File: config.mk
export PLATFORM = sky130hd
export DESIGN_NAME = utf8_decode_line_wrap
export DESIGN_NICKNAME = d
export VERILOG_FILES = /design/src/u8lw_pkg.sv /design/src/utf8_decode_line_wrap.sv /design/src/u8lw_decode.sv /design/src/u8lw_place.sv
export SDC_FILE = /design/constraint.sdc
export NUM_CORES = 1
export LEC_CHECK = 0
export ABC_CLOCK_PERIOD_IN_PS = 5600
export BUFFER_PORTS_ARGS = -buffer_cell sky130_fd_sc_hd__clkbuf_2
export CORE_ASPECT_RATIO = 1.25
export CORE_MARGIN = 2
export CORE_UTILIZATION = 57
export CTS_CLUSTER_SIZE = 40
export DETAILED_ROUTE_END_ITERATION = 10
export HOLD_SLACK_MARGIN = 0.06
export PLACE_DENSITY = 0.81
export REMOVE_ABC_BUFFERS = 1
export SETUP_SLACK_MARGIN = 0.4
export SLEW_MARGIN = 20
export SYNTH_ARGS = -nofsm -noshare
export SYNTH_HDL_FRONTEND = slang
export SYNTH_SLANG_ARGS = --single-unit
File: constraint.sdc
create_clock -name clk -period 5.6 [get_ports clk]
set_input_delay 0.84 -clock clk [delete_from_list [all_inputs] [get_ports clk]]
set_output_delay 0.84 -clock clk [all_outputs]
set_load 0.01 [all_outputs]
File: src/u8lw_pkg.sv
`timescale 1ns / 1ps

package u8lw_pkg;

  // field widths
  localparam int unsigned CP_W    = 21;
  localparam int unsigned COL_W   = 10;
  localparam int unsigned LINE_W  = 12;
  localparam int unsigned WRAP_W  = 10;
  localparam int unsigned LWID_W  = 11;
  localparam int unsigned GRP_MAX = 3;

  // layout constants
  localparam int unsigned LINE_LIMIT   = 4095;
  localparam int unsigned WIDTH_LIMIT  = 1023;
  localparam int unsigned WRAP_RESET   = 200;
  localparam logic [3:0]  NARROW_ADV   = 4'd6;
  localparam logic [3:0]  WIDE_ADV     = 4'd13;
  localparam logic [CP_W-1:0] BAD_CP   = CP_W'(8'h3F);
  localparam logic [CP_W-1:0] NL_CP    = CP_W'(8'h0A);
  localparam logic [CP_W-1:0] WIDE_MIN = CP_W'(8'h80);

  // one decoded code point waiting for placement
  typedef struct packed {
    logic [CP_W-1:0] cp;
    logic            last;
  } glyph_t;

  // head of the decoded group as seen by the placement stage
  typedef struct packed {
    logic   valid;
    glyph_t item;
  } grp_head_t;

  // sequence length from a lead byte, 0 for a stray or invalid lead
  function automatic logic [2:0] lead_len(input logic [7:0] c);
    logic [2:0] len;
    if (c[7] == 1'b0) begin
      len = 3'd1;
    end else if ((c & 8'hE0) == 8'hC0) begin
      len = 3'd2;
    end else if ((c & 8'hF0) == 8'hE0) begin
      len = 3'd3;
    end else if ((c & 8'hF8) == 8'hF0) begin
      len = 3'd4;
    end else begin
      len = 3'd0;
    end
    return len;
  endfunction

  function automatic logic [CP_W-1:0] cp_two(input logic [7:0] a, input logic [7:0] b);
    return {10'd0, a[4:0], b[5:0]};
  endfunction

  function automatic logic [CP_W-1:0] cp_three(input logic [7:0] a, input logic [7:0] b,
                                               input logic [7:0] c);
    return {5'd0, a[3:0], b[5:0], c[5:0]};
  endfunction

  function automatic logic [CP_W-1:0] cp_four(input logic [7:0] a, input logic [7:0] b,
                                              input logic [7:0] c, input logic [7:0] d);
    return {a[2:0], b[5:0], c[5:0], d[5:0]};
  endfunction

endpackage

File: src/utf8_decode_line_wrap.sv
`timescale 1ns / 1ps

// Lenient UTF-8 decoder with greedy line wrap. Text bytes come in one per
// cycle on in_ while in_ready is high; each decoded code point leaves on
// out_ with its pixel column and line index, registered in the group queue
// and then in the placement result register. A byte marked end_of_text
// that releases a cut-short sequence gives up to three code points; the
// input then waits until the last is being placed, as the one placement
// unit places one code point per cycle unless the output stalls. wrap_width
// is written on cfg_we while the block is idle (user's rule, unenforced); resets to 200.
module utf8_decode_line_wrap
  import u8lw_pkg::*;
(
  input  logic                clk,
  input  logic                rst_n,
  input  logic                in_valid,
  output logic                in_ready,
  input  logic [7:0]          in_text_byte,
  input  logic                in_end_of_text,
  output logic                out_valid,
  input  logic                out_ready,
  output logic [CP_W-1:0]     out_code_point,
  output logic [COL_W-1:0]    out_column,
  output logic [LINE_W-1:0]   out_line_index,
  output logic                out_wide_glyph,
  output logic                out_is_newline,
  output logic                out_last_of_text,
  input  logic                cfg_we,
  input  logic [WRAP_W-1:0]   cfg_wdata
);

  logic [WRAP_W-1:0] wrap_width_r;
  grp_head_t         head;
  logic              pop;

  // wrap width register
  always_ff @(posedge clk) begin
    if (!rst_n) begin
      wrap_width_r <= WRAP_W'(WRAP_RESET);
    end else if (cfg_we) begin
      wrap_width_r <= cfg_wdata;
    end
  end

  u8lw_decode u_decode (
    .clk            (clk),
    .rst_n          (rst_n),
    .in_valid       (in_valid),
    .in_ready       (in_ready),
    .in_text_byte   (in_text_byte),
    .in_end_of_text (in_end_of_text),
    .pop            (pop),
    .head           (head)
  );

  u8lw_place u_place (
    .clk              (clk),
    .rst_n            (rst_n),
    .wrap_width       (wrap_width_r),
    .head             (head),
    .pop              (pop),
    .out_valid        (out_valid),
    .out_ready        (out_ready),
    .out_code_point   (out_code_point),
    .out_column       (out_column),
    .out_line_index   (out_line_index),
    .out_wide_glyph   (out_wide_glyph),
    .out_is_newline   (out_is_newline),
    .out_last_of_text (out_last_of_text)
  );

endmodule

File: src/u8lw_decode.sv
`timescale 1ns / 1ps

module u8lw_decode
  import u8lw_pkg::*;
(
  input  logic        clk,
  input  logic        rst_n,
  input  logic        in_valid,
  output logic        in_ready,
  input  logic [7:0]  in_text_byte,
  input  logic        in_end_of_text,
  input  logic        pop,
  output grp_head_t   head
);

  logic [7:0]   held_r [GRP_MAX];
  logic [7:0]   held_nxt [GRP_MAX];
  logic [1:0]   held_cnt_r, held_cnt_nxt;
  glyph_t       grp_r [GRP_MAX];
  glyph_t       grp_nxt [GRP_MAX];
  logic [1:0]   grp_cnt_r, grp_cnt_nxt;
  glyph_t       dec_item [GRP_MAX];
  logic [1:0]   dec_cnt;
  logic         accept;

  logic [7:0]   b0, b1, b2;
  logic [2:0]   len0, len1, len2, n_bytes;

  // take a new request once the group drains this cycle
  assign in_ready = (grp_cnt_r == 2'd0) || ((grp_cnt_r == 2'd1) && pop);
  assign accept   = in_valid && in_ready;

  assign head.valid = (grp_cnt_r != 2'd0);
  assign head.item  = grp_r[0];

  // line up held bytes and the new byte
  always_comb begin
    b0 = (held_cnt_r == 2'd0) ? in_text_byte : held_r[0];
    b1 = (held_cnt_r == 2'd1) ? in_text_byte : held_r[1];
    b2 = (held_cnt_r == 2'd2) ? in_text_byte : held_r[2];
    len0 = lead_len(b0);
    len1 = lead_len(b1);
    len2 = lead_len(b2);
    n_bytes = 3'(held_cnt_r) + 3'd1;
  end

  // decode the request into up to three code points
  always_comb begin
    for (int i = 0; i < GRP_MAX; i++) begin
      dec_item[i] = '{cp: BAD_CP, last: 1'b0};
      held_nxt[i] = 8'd0;
    end
    dec_cnt      = 2'd0;
    held_cnt_nxt = 2'd0;
    if (len0 == 3'd0) begin
      dec_cnt = 2'd1;
    end else if (len0 == 3'd1) begin
      dec_item[0].cp = CP_W'(b0);
      dec_cnt        = 2'd1;
    end else if (n_bytes == len0) begin
      case (len0)
        3'd2:    dec_item[0].cp = cp_two(b0, b1);
        3'd3:    dec_item[0].cp = cp_three(b0, b1, b2);
        default: dec_item[0].cp = cp_four(held_r[0], held_r[1], held_r[2], in_text_byte);
      endcase
      dec_cnt = 2'd1;
    end else if (!in_end_of_text) begin
      // keep the unfinished sequence
      held_nxt[0]  = b0;
      held_nxt[1]  = (held_cnt_r >= 2'd1) ? b1 : 8'd0;
      held_nxt[2]  = (held_cnt_r == 2'd2) ? b2 : 8'd0;
      held_cnt_nxt = held_cnt_r + 2'd1;
    end else begin
      // cut short: lead gives '?', the rest is decoded afresh
      dec_cnt = 2'd1;
      if (held_cnt_r != 2'd0) begin
        if (len1 == 3'd1) begin
          dec_item[1].cp = CP_W'(b1);
        end else if ((len1 == 3'd2) && (held_cnt_r == 2'd2)) begin
          dec_item[1].cp = cp_two(b1, b2);
        end
        dec_cnt = 2'd2;
        if ((held_cnt_r == 2'd2) && (len1 != 3'd2)) begin
          if (len2 == 3'd1) begin
            dec_item[2].cp = CP_W'(b2);
          end
          dec_cnt = 2'd3;
        end
      end
    end
    // mark the final code point of the text
    if (in_end_of_text) begin
      case (dec_cnt)
        2'd1:    dec_item[0].last = 1'b1;
        2'd2:    dec_item[1].last = 1'b1;
        2'd3:    dec_item[2].last = 1'b1;
        default: ;
      endcase
    end
  end

  // group queue: load on request, shift on pop
  always_comb begin
    grp_nxt     = grp_r;
    grp_cnt_nxt = grp_cnt_r;
    if (accept) begin
      grp_nxt     = dec_item;
      grp_cnt_nxt = dec_cnt;
    end else if (pop && (grp_cnt_r != 2'd0)) begin
      grp_nxt[0]  = grp_r[1];
      grp_nxt[1]  = grp_r[2];
      grp_cnt_nxt = grp_cnt_r - 2'd1;
    end
  end

  always_ff @(posedge clk) begin
    if (!rst_n) begin
      held_cnt_r <= 2'd0;
      grp_cnt_r  <= 2'd0;
      for (int i = 0; i < GRP_MAX; i++) begin
        held_r[i] <= 8'd0;
      end
    end else begin
      grp_cnt_r <= grp_cnt_nxt;
      if (accept) begin
        held_cnt_r <= held_cnt_nxt;
        held_r     <= held_nxt;
      end
    end
  end

  always_ff @(posedge clk) begin
    grp_r <= grp_nxt;
  end

  a_end_clears_held: assert property (@(posedge clk) disable iff (!rst_n)
    (accept && in_end_of_text) |=> (held_cnt_r == 2'd0))
    else $error("held bytes remain after end of text");

  a_end_gives_result: assert property (@(posedge clk) disable iff (!rst_n)
    (accept && in_end_of_text) |=> (grp_cnt_r != 2'd0))
    else $error("end of text produced no code point");

  a_held_is_prefix: assert property (@(posedge clk) disable iff (!rst_n)
    (held_cnt_r != 2'd0) |-> (lead_len(held_r[0]) > 3'(held_cnt_r)))
    else $error("held bytes are not an unfinished sequence");

endmodule

File: src/u8lw_place.sv
`timescale 1ns / 1ps

module u8lw_place
  import u8lw_pkg::*;
(
  input  logic                clk,
  input  logic                rst_n,
  input  logic [WRAP_W-1:0]   wrap_width,
  input  grp_head_t           head,
  output logic                pop,
  output logic                out_valid,
  input  logic                out_ready,
  output logic [CP_W-1:0]     out_code_point,
  output logic [COL_W-1:0]    out_column,
  output logic [LINE_W-1:0]   out_line_index,
  output logic                out_wide_glyph,
  output logic                out_is_newline,
  output logic                out_last_of_text
);

  logic [LWID_W-1:0] lw_r, lw_nxt;
  logic [LINE_W-1:0] line_r, line_nxt;
  logic              out_valid_r;
  logic [CP_W-1:0]   cp_r;
  logic [COL_W-1:0]  col_r, col_nxt;
  logic [LINE_W-1:0] oline_r, oline_nxt;
  logic              wide_r, nl_r, last_r;

  logic              out_adv, is_nl, is_wide, brk;
  logic [3:0]        adv;
  logic [11:0]       limit, sum_cur;
  logic [LWID_W-1:0] base_lw;
  logic [11:0]       sum_new;
  logic [LINE_W-1:0] line_inc;

  assign out_adv = !out_valid_r || out_ready;
  assign pop     = head.valid && out_adv;

  // saturating next line index
  always_comb begin
    if ((16'(line_r) < 16'(LINE_LIMIT)) && (line_r != {LINE_W{1'b1}})) begin
      line_inc = line_r + LINE_W'(1);
    end else begin
      line_inc = line_r;
    end
  end

  // greedy placement of the head code point
  always_comb begin
    is_nl   = (head.item.cp == NL_CP);
    is_wide = (head.item.cp >= WIDE_MIN) && !is_nl;
    adv     = is_wide ? WIDE_ADV : NARROW_ADV;
    limit   = (12'(wrap_width) > 12'(WIDTH_LIMIT)) ? 12'(WIDTH_LIMIT) : 12'(wrap_width);
    sum_cur = 12'(lw_r) + 12'(adv);
    brk     = !is_nl && (lw_r != '0) && (sum_cur > limit);
    base_lw = brk ? '0 : lw_r;
    sum_new = 12'(base_lw) + 12'(adv);
    col_nxt   = (base_lw > LWID_W'(1023)) ? COL_W'(1023) : base_lw[COL_W-1:0];
    oline_nxt = brk ? line_inc : line_r;
    if (head.item.last) begin
      lw_nxt   = '0;
      line_nxt = '0;
    end else if (is_nl) begin
      lw_nxt   = '0;
      line_nxt = line_inc;
    end else begin
      lw_nxt   = sum_new[11] ? {LWID_W{1'b1}} : sum_new[LWID_W-1:0];
      line_nxt = oline_nxt;
    end
  end

  // line state and output valid
  always_ff @(posedge clk) begin
    if (!rst_n) begin
      lw_r        <= '0;
      line_r      <= '0;
      out_valid_r <= 1'b0;
    end else begin
      if (pop) begin
        lw_r   <= lw_nxt;
        line_r <= line_nxt;
      end
      if (out_adv) begin
        out_valid_r <= head.valid;
      end
    end
  end

  // result register
  always_ff @(posedge clk) begin
    if (pop) begin
      cp_r    <= head.item.cp;
      col_r   <= col_nxt;
      oline_r <= oline_nxt;
      wide_r  <= is_wide;
      nl_r    <= is_nl;
      last_r  <= head.item.last;
    end
  end

  assign out_valid        = out_valid_r;
  assign out_code_point   = cp_r;
  assign out_column       = col_r;
  assign out_line_index   = oline_r;
  assign out_wide_glyph   = wide_r;
  assign out_is_newline   = nl_r;
  assign out_last_of_text = last_r;

  a_newline_narrow: assert property (@(posedge clk) disable iff (!rst_n)
    (out_valid_r && nl_r) |-> !wide_r)
    else $error("newline flagged as wide glyph");

  a_text_end_resets: assert property (@(posedge clk) disable iff (!rst_n)
    (pop && head.item.last) |=> ((lw_r == '0) && (line_r == '0)))
    else $error("line state not cleared after end of text");

endmodule

# Word level (Yosys, flattened, before mapping)
# Cells that the tools add are included.
[op_classes]
n_addsub = 6
order_cmp = 5
eq_ne = 25
n_mux = 60
bitwise = 4
reduce_logical = 23
[ops]
columns = ["cell", "n"]
rows = [
  ["$mux 21", 9],
  ["$mux 24", 4],
  ["$mux 44", 2],
  ["$mux 11", 5],
  ["$mux 12", 4],
  ["$pmux 21 s2", 1],
  ["$mux 8", 5],
  ["$mux 3", 12],
  ["$add 11x4->12", 2],
  ["$mux 2", 11],
  ["$eq 21x4->1 const B", 1],
  ["$ge 21x8->1 const B", 1],
  ["$eq 5x5->1 const B", 3],
  ["$add 12x1->12 const B", 1],
  ["$eq 4x4->1 const B", 3],
  ["$gt 12x10->1", 1],
  ["$lt 12x12->1 const B", 1],
  ["$ne 12x12->1 const B", 1],
  ["$gt 11x10->1 const B", 1],
  ["$reduce_bool 11->1", 1],
  ["$logic_and 1x1->1", 10],
  ["$eq 3x1->1 const B", 3],
  ["$eq 3x2->1 const B", 3],
  ["$eq 3x3->1 const B", 3],
  ["other kinds (18)", 35],
]
[word_totals]
ff_bits = 174
output_inout_bits = 48
elab_cells = 145

# Depth between registers and ports, before layout
[depth]
ltp_word = 19
mapped_depth = 25

# Modules after synthesis
# From an unflattened synthesis, not the netlist that was laid out.
[unflattened]
cells_unflattened = 757
area_unflattened_um2 = 7942.6
[by_module_without_submodules]
columns = ["module", "instances", "cells_per_inst", "area_each_um2", "seq_area_each_um2"]
rows = [
  ["u8lw_place", 1, 381, 3832.4, 1861.8],
  ["u8lw_decode", 1, 344, 3739.8, 1811.7],
  ["utf8_decode_line_wrap", 1, 32, 370.4, 200.2],
]

# Least setup slack after synthesis
# Ideal clock, no wire load.
[synth_timing]
path_type = "register to register"
from = "reg u_decode.grp_r, in the netlist u_decode.head[17]"
to = "reg u_place.lw_r[6]"
t_arrival_ns = 4.704
required_time_ns = 5.393
path_slack_ns = 0.689
path_stages_with_launch = 23
path_buffers = 0
cell_sequence = "edfxtp_1 > nor4_1 > and4_1 > inv_1 > ha_1 > nand2_1 > o21ai_0 > nand3_1 > xnor2_1 > ha_1 > nand4_1 > nor2_1 > a32oi_1 > o21ai_1 > a21oi_1 > nor2b_1 > ha_1 > fa_1 > and2_1 > o21bai_1 > o31a_1 > mux2i_1 > o211ai_1"
[synth_between]
elab_chain_cells = 12
elab_cells_between_ends = 14
[synth_lines]
columns = ["element", "line", "source"]
rows = [
  ["from (decl)", "u8lw_decode.sv:19", "glyph_t grp_r [GRP_MAX];"],
  ["from (signal assigned)", "u8lw_decode.sv:133", "grp_r <= grp_nxt;"],
  ["branches (longest 2 deep; another with $ge 21x8->1)", "--", ""],
  ["$logic_and 1x1->1 (*)", "u8lw_place.sv:51", "is_wide = (head.item.cp >= WIDE_MIN) && !is_nl;"],
  ["via u_place.is_wide", "u8lw_place.sv:29", "logic out_adv, is_nl, is_wide, brk;"],
  ["$mux 4 (*)", "u8lw_place.sv:52", "adv = is_wide ? WIDE_ADV : NARROW_ADV;"],
  ["$add 11x4->12 (*)", "u8lw_place.sv:54", "sum_cur = 12'(lw_r) + 12'(adv);"],
  ["$gt 12x10->1 (*)", "u8lw_place.sv:55", "brk = !is_nl && (lw_r != '0) && (sum_cur > limit);"],
  ["$logic_and 1x1->1 (*)", "u8lw_place.sv:55", ""],
  ["$mux 11 (*)", "u8lw_place.sv:56", "base_lw = brk ? '0 : lw_r;"],
  ["via u_place.base_lw[0]", "u8lw_place.sv:32", "logic [LWID_W-1:0] base_lw;"],
  ["$add 11x4->12 (*)", "u8lw_place.sv:57", "sum_new = 12'(base_lw) + 12'(adv);"],
  ["$mux 11 (*)", "u8lw_place.sv:67", "lw_nxt = sum_new[11] ? {LWID_W{1'b1}} : sum_new[LWID_W-1:0];"],
  ["$mux 11 (*)", "u8lw_place.sv:63", "end else if (is_nl) begin"],
  ["$mux 11 (*)", "u8lw_place.sv:60", "if (head.item.last) begin"],
  ["to (signal assigned)", "u8lw_place.sv:80", "lw_r <= lw_nxt;"],
  ["to (decl)", "u8lw_place.sv:21", "logic [LWID_W-1:0] lw_r, lw_nxt;"],
]
# Mark *: on every way through the listed nets, which the timed path passes.
# A chain may end at the register's enable or synchronous reset.

# Final worst setup path
[layout_timing]
from = "reg u_decode.grp_r, in the netlist u_decode.head[10]"
to = "reg u_place.lw_r[8]"
# Same word-level chain as after synthesis.

==> metrics.md <==
| Metric | Value |
|---|---|
| Status | complete, no violations |
| Crit path time final | approximately 5 ns |
| CTS Buf Count | 17 |
| Fin crit share | 0.9131 |
| Reg2Reg Launch Point | u_decode.head[10] |
| Cell Int Power | roughly 2500 uW |
| First-pass GRT wire length | slightly below 30000 microns |
| Asr flop ratio synth | 0 |
| Max-slew headroom at the worst pin | 0.3522 |
| Inst Count DP | between 900 and 1000 |
| CP max FO | 5 |
| Syn Inst Count | 768 |
| # DRC | 0 |
| Vias in the first global route | 6036 |
| CTS Sinks | roughly 150 |
| Non-Filler Instances | between 1000 and 1500 |
| Initial antenna violation count | 0 |
| Critical path origin | u_decode.head[10] |
| Critical path's largest stage delay | between 0.4 and 0.5 ns |
| Routed vias | ~6400 |
| Commonest non-fill, non-tap cell in the layout | nor2_1 |
| Syn avg cell area | roughly 9.9 sq um |
| Worst EP arrival | roughly 5.5 ns |
| Syn. warnings | 0 |
| Std-Cell Core Area | roughly 0.013 sq mm |
| H-tree levels | 4 |
| Worst path most repeated cell | o21ai_2 |
| Power Total | slightly below 4000 uW |
| Worst Setup End Kind | register |
| Crit path launch type | register |
| Final setup skew | between 0.009 and 0.01 ns |
| WL final | roughly 19000 microns |
| Die X-Extent | approximately 110 microns |
| Gr usage total | 0.2601 |
| Ratio of cells with drive above 1 in the final layout | 0.2124 |
| DP Wirelength | ~13000 microns |
| Synthesis-stage register bit count | roughly 150 |
| Clock Path Buffers | 2 |
| Reg power frac | 0.434 |
| Via density | around 6.3 |
| Primary FF master, synth | edfxtp_1 |
| Psw | 1403 uW |
| Worst min path class | reg2reg |
| Hold slack final | roughly 0.44 ns |
| Data required time of the critical path | approximately 6.0 ns |
| Pre-antenna DRT Iters | 5 |
| Worst Setup Path Type | reg2reg |
| Root Driver | clkbuf_16 |
| Buffers and inverters on the worst path | 2 |
| Mapped Area | roughly 0.0076 sq mm |
| Largest net degree at the start of global routing | 37 |
| Worst-path clk slew | about 0.060 ns |
| Delay-heaviest family, CP | simple AND/OR/NAND/NOR gates |
| Wire per inst | about 18 microns |
| Row cnt | 47 |
| EDFF count, synth | 89 |
| Inserted Diodes | 0 |
| Die area | roughly 0.014 sq mm |
| Die Ht | about 130 microns |
| Max_cap viols | 0 |
| Port bufs | 71 |
| Area delta synth->final | 16.45% |
| PwrDens | between 400 and 500 mW/mm^2 |
| Most frequent cells in the layout | nor2_1, edfxtp_1, clkbuf_2 |
| Hold_buf cts | 0 |
| Hold Path Origin | u_decode.head[2] |
| Clock Power Share | 0.267 |
| Total gr overflow | 0 |
| Worst path slowest cell | edfxtp_1 |
| Synth cell types | 73 |
| TritonCTS clock tree | built |
| Worst Max-Slew Pin Slew | around 0.95 ns |
| DRT antenna net count | 0 |
| Post-Route Utilization | 0.6748 |
| Combinational share of power | 0.299 |
| Max Clk Rate | a little under 200 MHz |
| Leakage | 0.003361 uW |
| DRT iter0 DRCs | between 600 and 700 |
| Synth top area share | 0.3517 |
| Finish-stage setup viols | 0 |
| I/O pin cnt | 72 |
| Synth top area cells | edfxtp_1, dfxtp_1, nor2_1, ha_1, nand2_1 |
| Final Hold Viols | 0 |
| Fin. max-slew vios | 0 |
| CP cell instances | nor4_4 > and4_4 > clkinvlp_4 > ha_4 > nand2_1 > o21ai_2 > nand3_2 > nor2_2 > xor2_1 > ha_1 > a211o_1 > a21oi_1 > o21ai_0 > o21ai_2 > a21oi_4 > nor2b_2 > ha_2 > fa_2 > and2_1 > o21bai_1 > o31a_1 > buf_4 > or3_1 > nand3_1 |
| RSZ-0062 raised after global routing | no |
| Gpl congestion | around 1.0 |
| Sequential area share after synthesis | 0.5097 |
| Clk_lat worst skew | 0.42 ns |
| NumNets Final | about 900 |
| Sw Share | 0.3559 |
| Initial Util | 0.5795 |
| Worst vdd ir | 0.2710 mV |
| Post-synth top area cell | edfxtp_1 |
[through the flow]
stage,setup slack (ns),cell area (sq um),setup TNS [ns]
after floorplan,0.6894,7411,0
after global routing,0.2966,8850,0
after CTS,0.4441,8653,0
after detailed placement,-0.0002252,8063,-0.0002252
after global placement,0.3280,8063,0
final,0.4867,8850,0
[Yosys cell counts, drive strengths merged, types with 2 or more instances]
cell type / number
and4: 3
nor2: 106
or3: 5
a22oi: 14
or4: 2
ha: 23
a22o: 10
mux2i: 23
fa: 2
and2: 9
o211ai: 8
inv: 36
a211o: 3
clkbuf: 29
buf: 14
xor2: 5
o31ai: 3
nor3: 7
a21oi: 48
edfxtp: 89
a2111oi: 3
a32o: 3
or2: 9
nand2: 62
clkinv: 2
nand3b: 2
nand3: 27
o21a: 4
and3: 14
dfxtp: 60
a41oi: 2
a31oi: 9
nand4: 6
nand2b: 6
o21ai: 33
nor4: 5
mux2: 11
nor2b: 5
a211oi: 12
o22ai: 16
o2111ai: 2
o32ai: 4
xnor2: 15
[state kept, by name, indices dropped and copies added (netlist names), 2 cells and up]
signal	count
u_decode.held_r	22
u_decode.grp_r	21
u_decode.held_cnt_r	2
u_place.line_r	12
u_place.out_column	10
u_decode.grp_cnt_r	2
wrap_width_r	10
u_place.lw_r	11
u_place.out_code_point	21
u_place.out_line_index	12
u_decode.head	22
[worst register-to-register path: stages, from the launching register on]
cell        delay [ns]
edfxtp_1          0.44
nor4_4            0.30
and4_4            0.30
clkinvlp_4        0.17
ha_4              0.33
nand2_1           0.07
o21ai_2           0.20
nand3_2           0.13
nor2_2            0.16
xor2_1            0.17
ha_1              0.28
a211o_1           0.27
a21oi_1           0.10
o21ai_0           0.11
o21ai_2           0.25
a21oi_4           0.12
nor2b_2           0.17
ha_2              0.24
fa_2              0.25
and2_1            0.17
o21bai_1          0.07
o31a_1            0.17
buf_4             0.17
or3_1             0.34
nand3_1           0.08
[cell families (layout without fill, tap and decap cells)]
kind of cell / count (synthesis) / after routing / synth area share
and+or+nand+nor: 273 / 273 / 0.1676
adders and majority gates: 25 / 25 / 0.04314
muxes: 34 / 34 / 0.04807
AOI/OAI and AO/OA: 185 / 185 / 0.1643
buffers and inverters: 81 / 165 / 0.04363
xor gates and xnor gates: 20 / 20 / 0.02305
other: 1 / 1 / 0.0004934
DFF: 149 / 149 / 0.5097
[final timing paths]
kind	end	slack (ns)	depth (start not counted)
min reg2reg	u_place.out_code_point[1]	0.44	0
max reg2reg	u_place.lw_r[8]	0.49	24
max	u_place.lw_r[8]	0.49	24
min	u_place.out_code_point[1]	0.44	0
[timing repair]
| item | in CTS | in global routing |
|---|---|---|
| endpoints found under the setup margin | 11 | 15 |
| resized for setup | 6 | 24 |
| buffers inserted | 2 | 11 |
| pin swaps | 3 | 10 |
[power by group through the flow]
stage,Sequential (uW),Combinational [uW],Clock [uW]
floorplan,1770,592,0
global placement,1710,1040,0
detailed placement,1720,1080,0
CTS,1700,1090,1060
global route,1750,1280,1110
finish,1710,1180,1050
[layer usage]
| layer | part of all wire | track usage | vias up |
|---|---|---|---|
| met5 | 0 | 0 | - |
| met1 | 0.39 | 0.3366 | 3029 |
| met3 | 0.075 | 0.05724 | 71 |
| met4 | 0.038 | 0.1053 | 0 |
| met2 | 0.49 | 0.4241 | 361 |
| li1 | - | - | 2947 |
[layout make-up]
class / instances / area (sq um)
Fill cell: 958 / 4264
Sequential cell: 149 / 3874
Multi-Input combinational cell: 538 / 3528
Timing Repair Buffer: 95 / 535.5
Clock buffer: 17 / 425.4
Tap cell: 171 / 214.0
Inverter: 38 / 146.4
Clock inverter: 15 / 126.4
No activity file was read; power rests on OpenSTA's default activity.
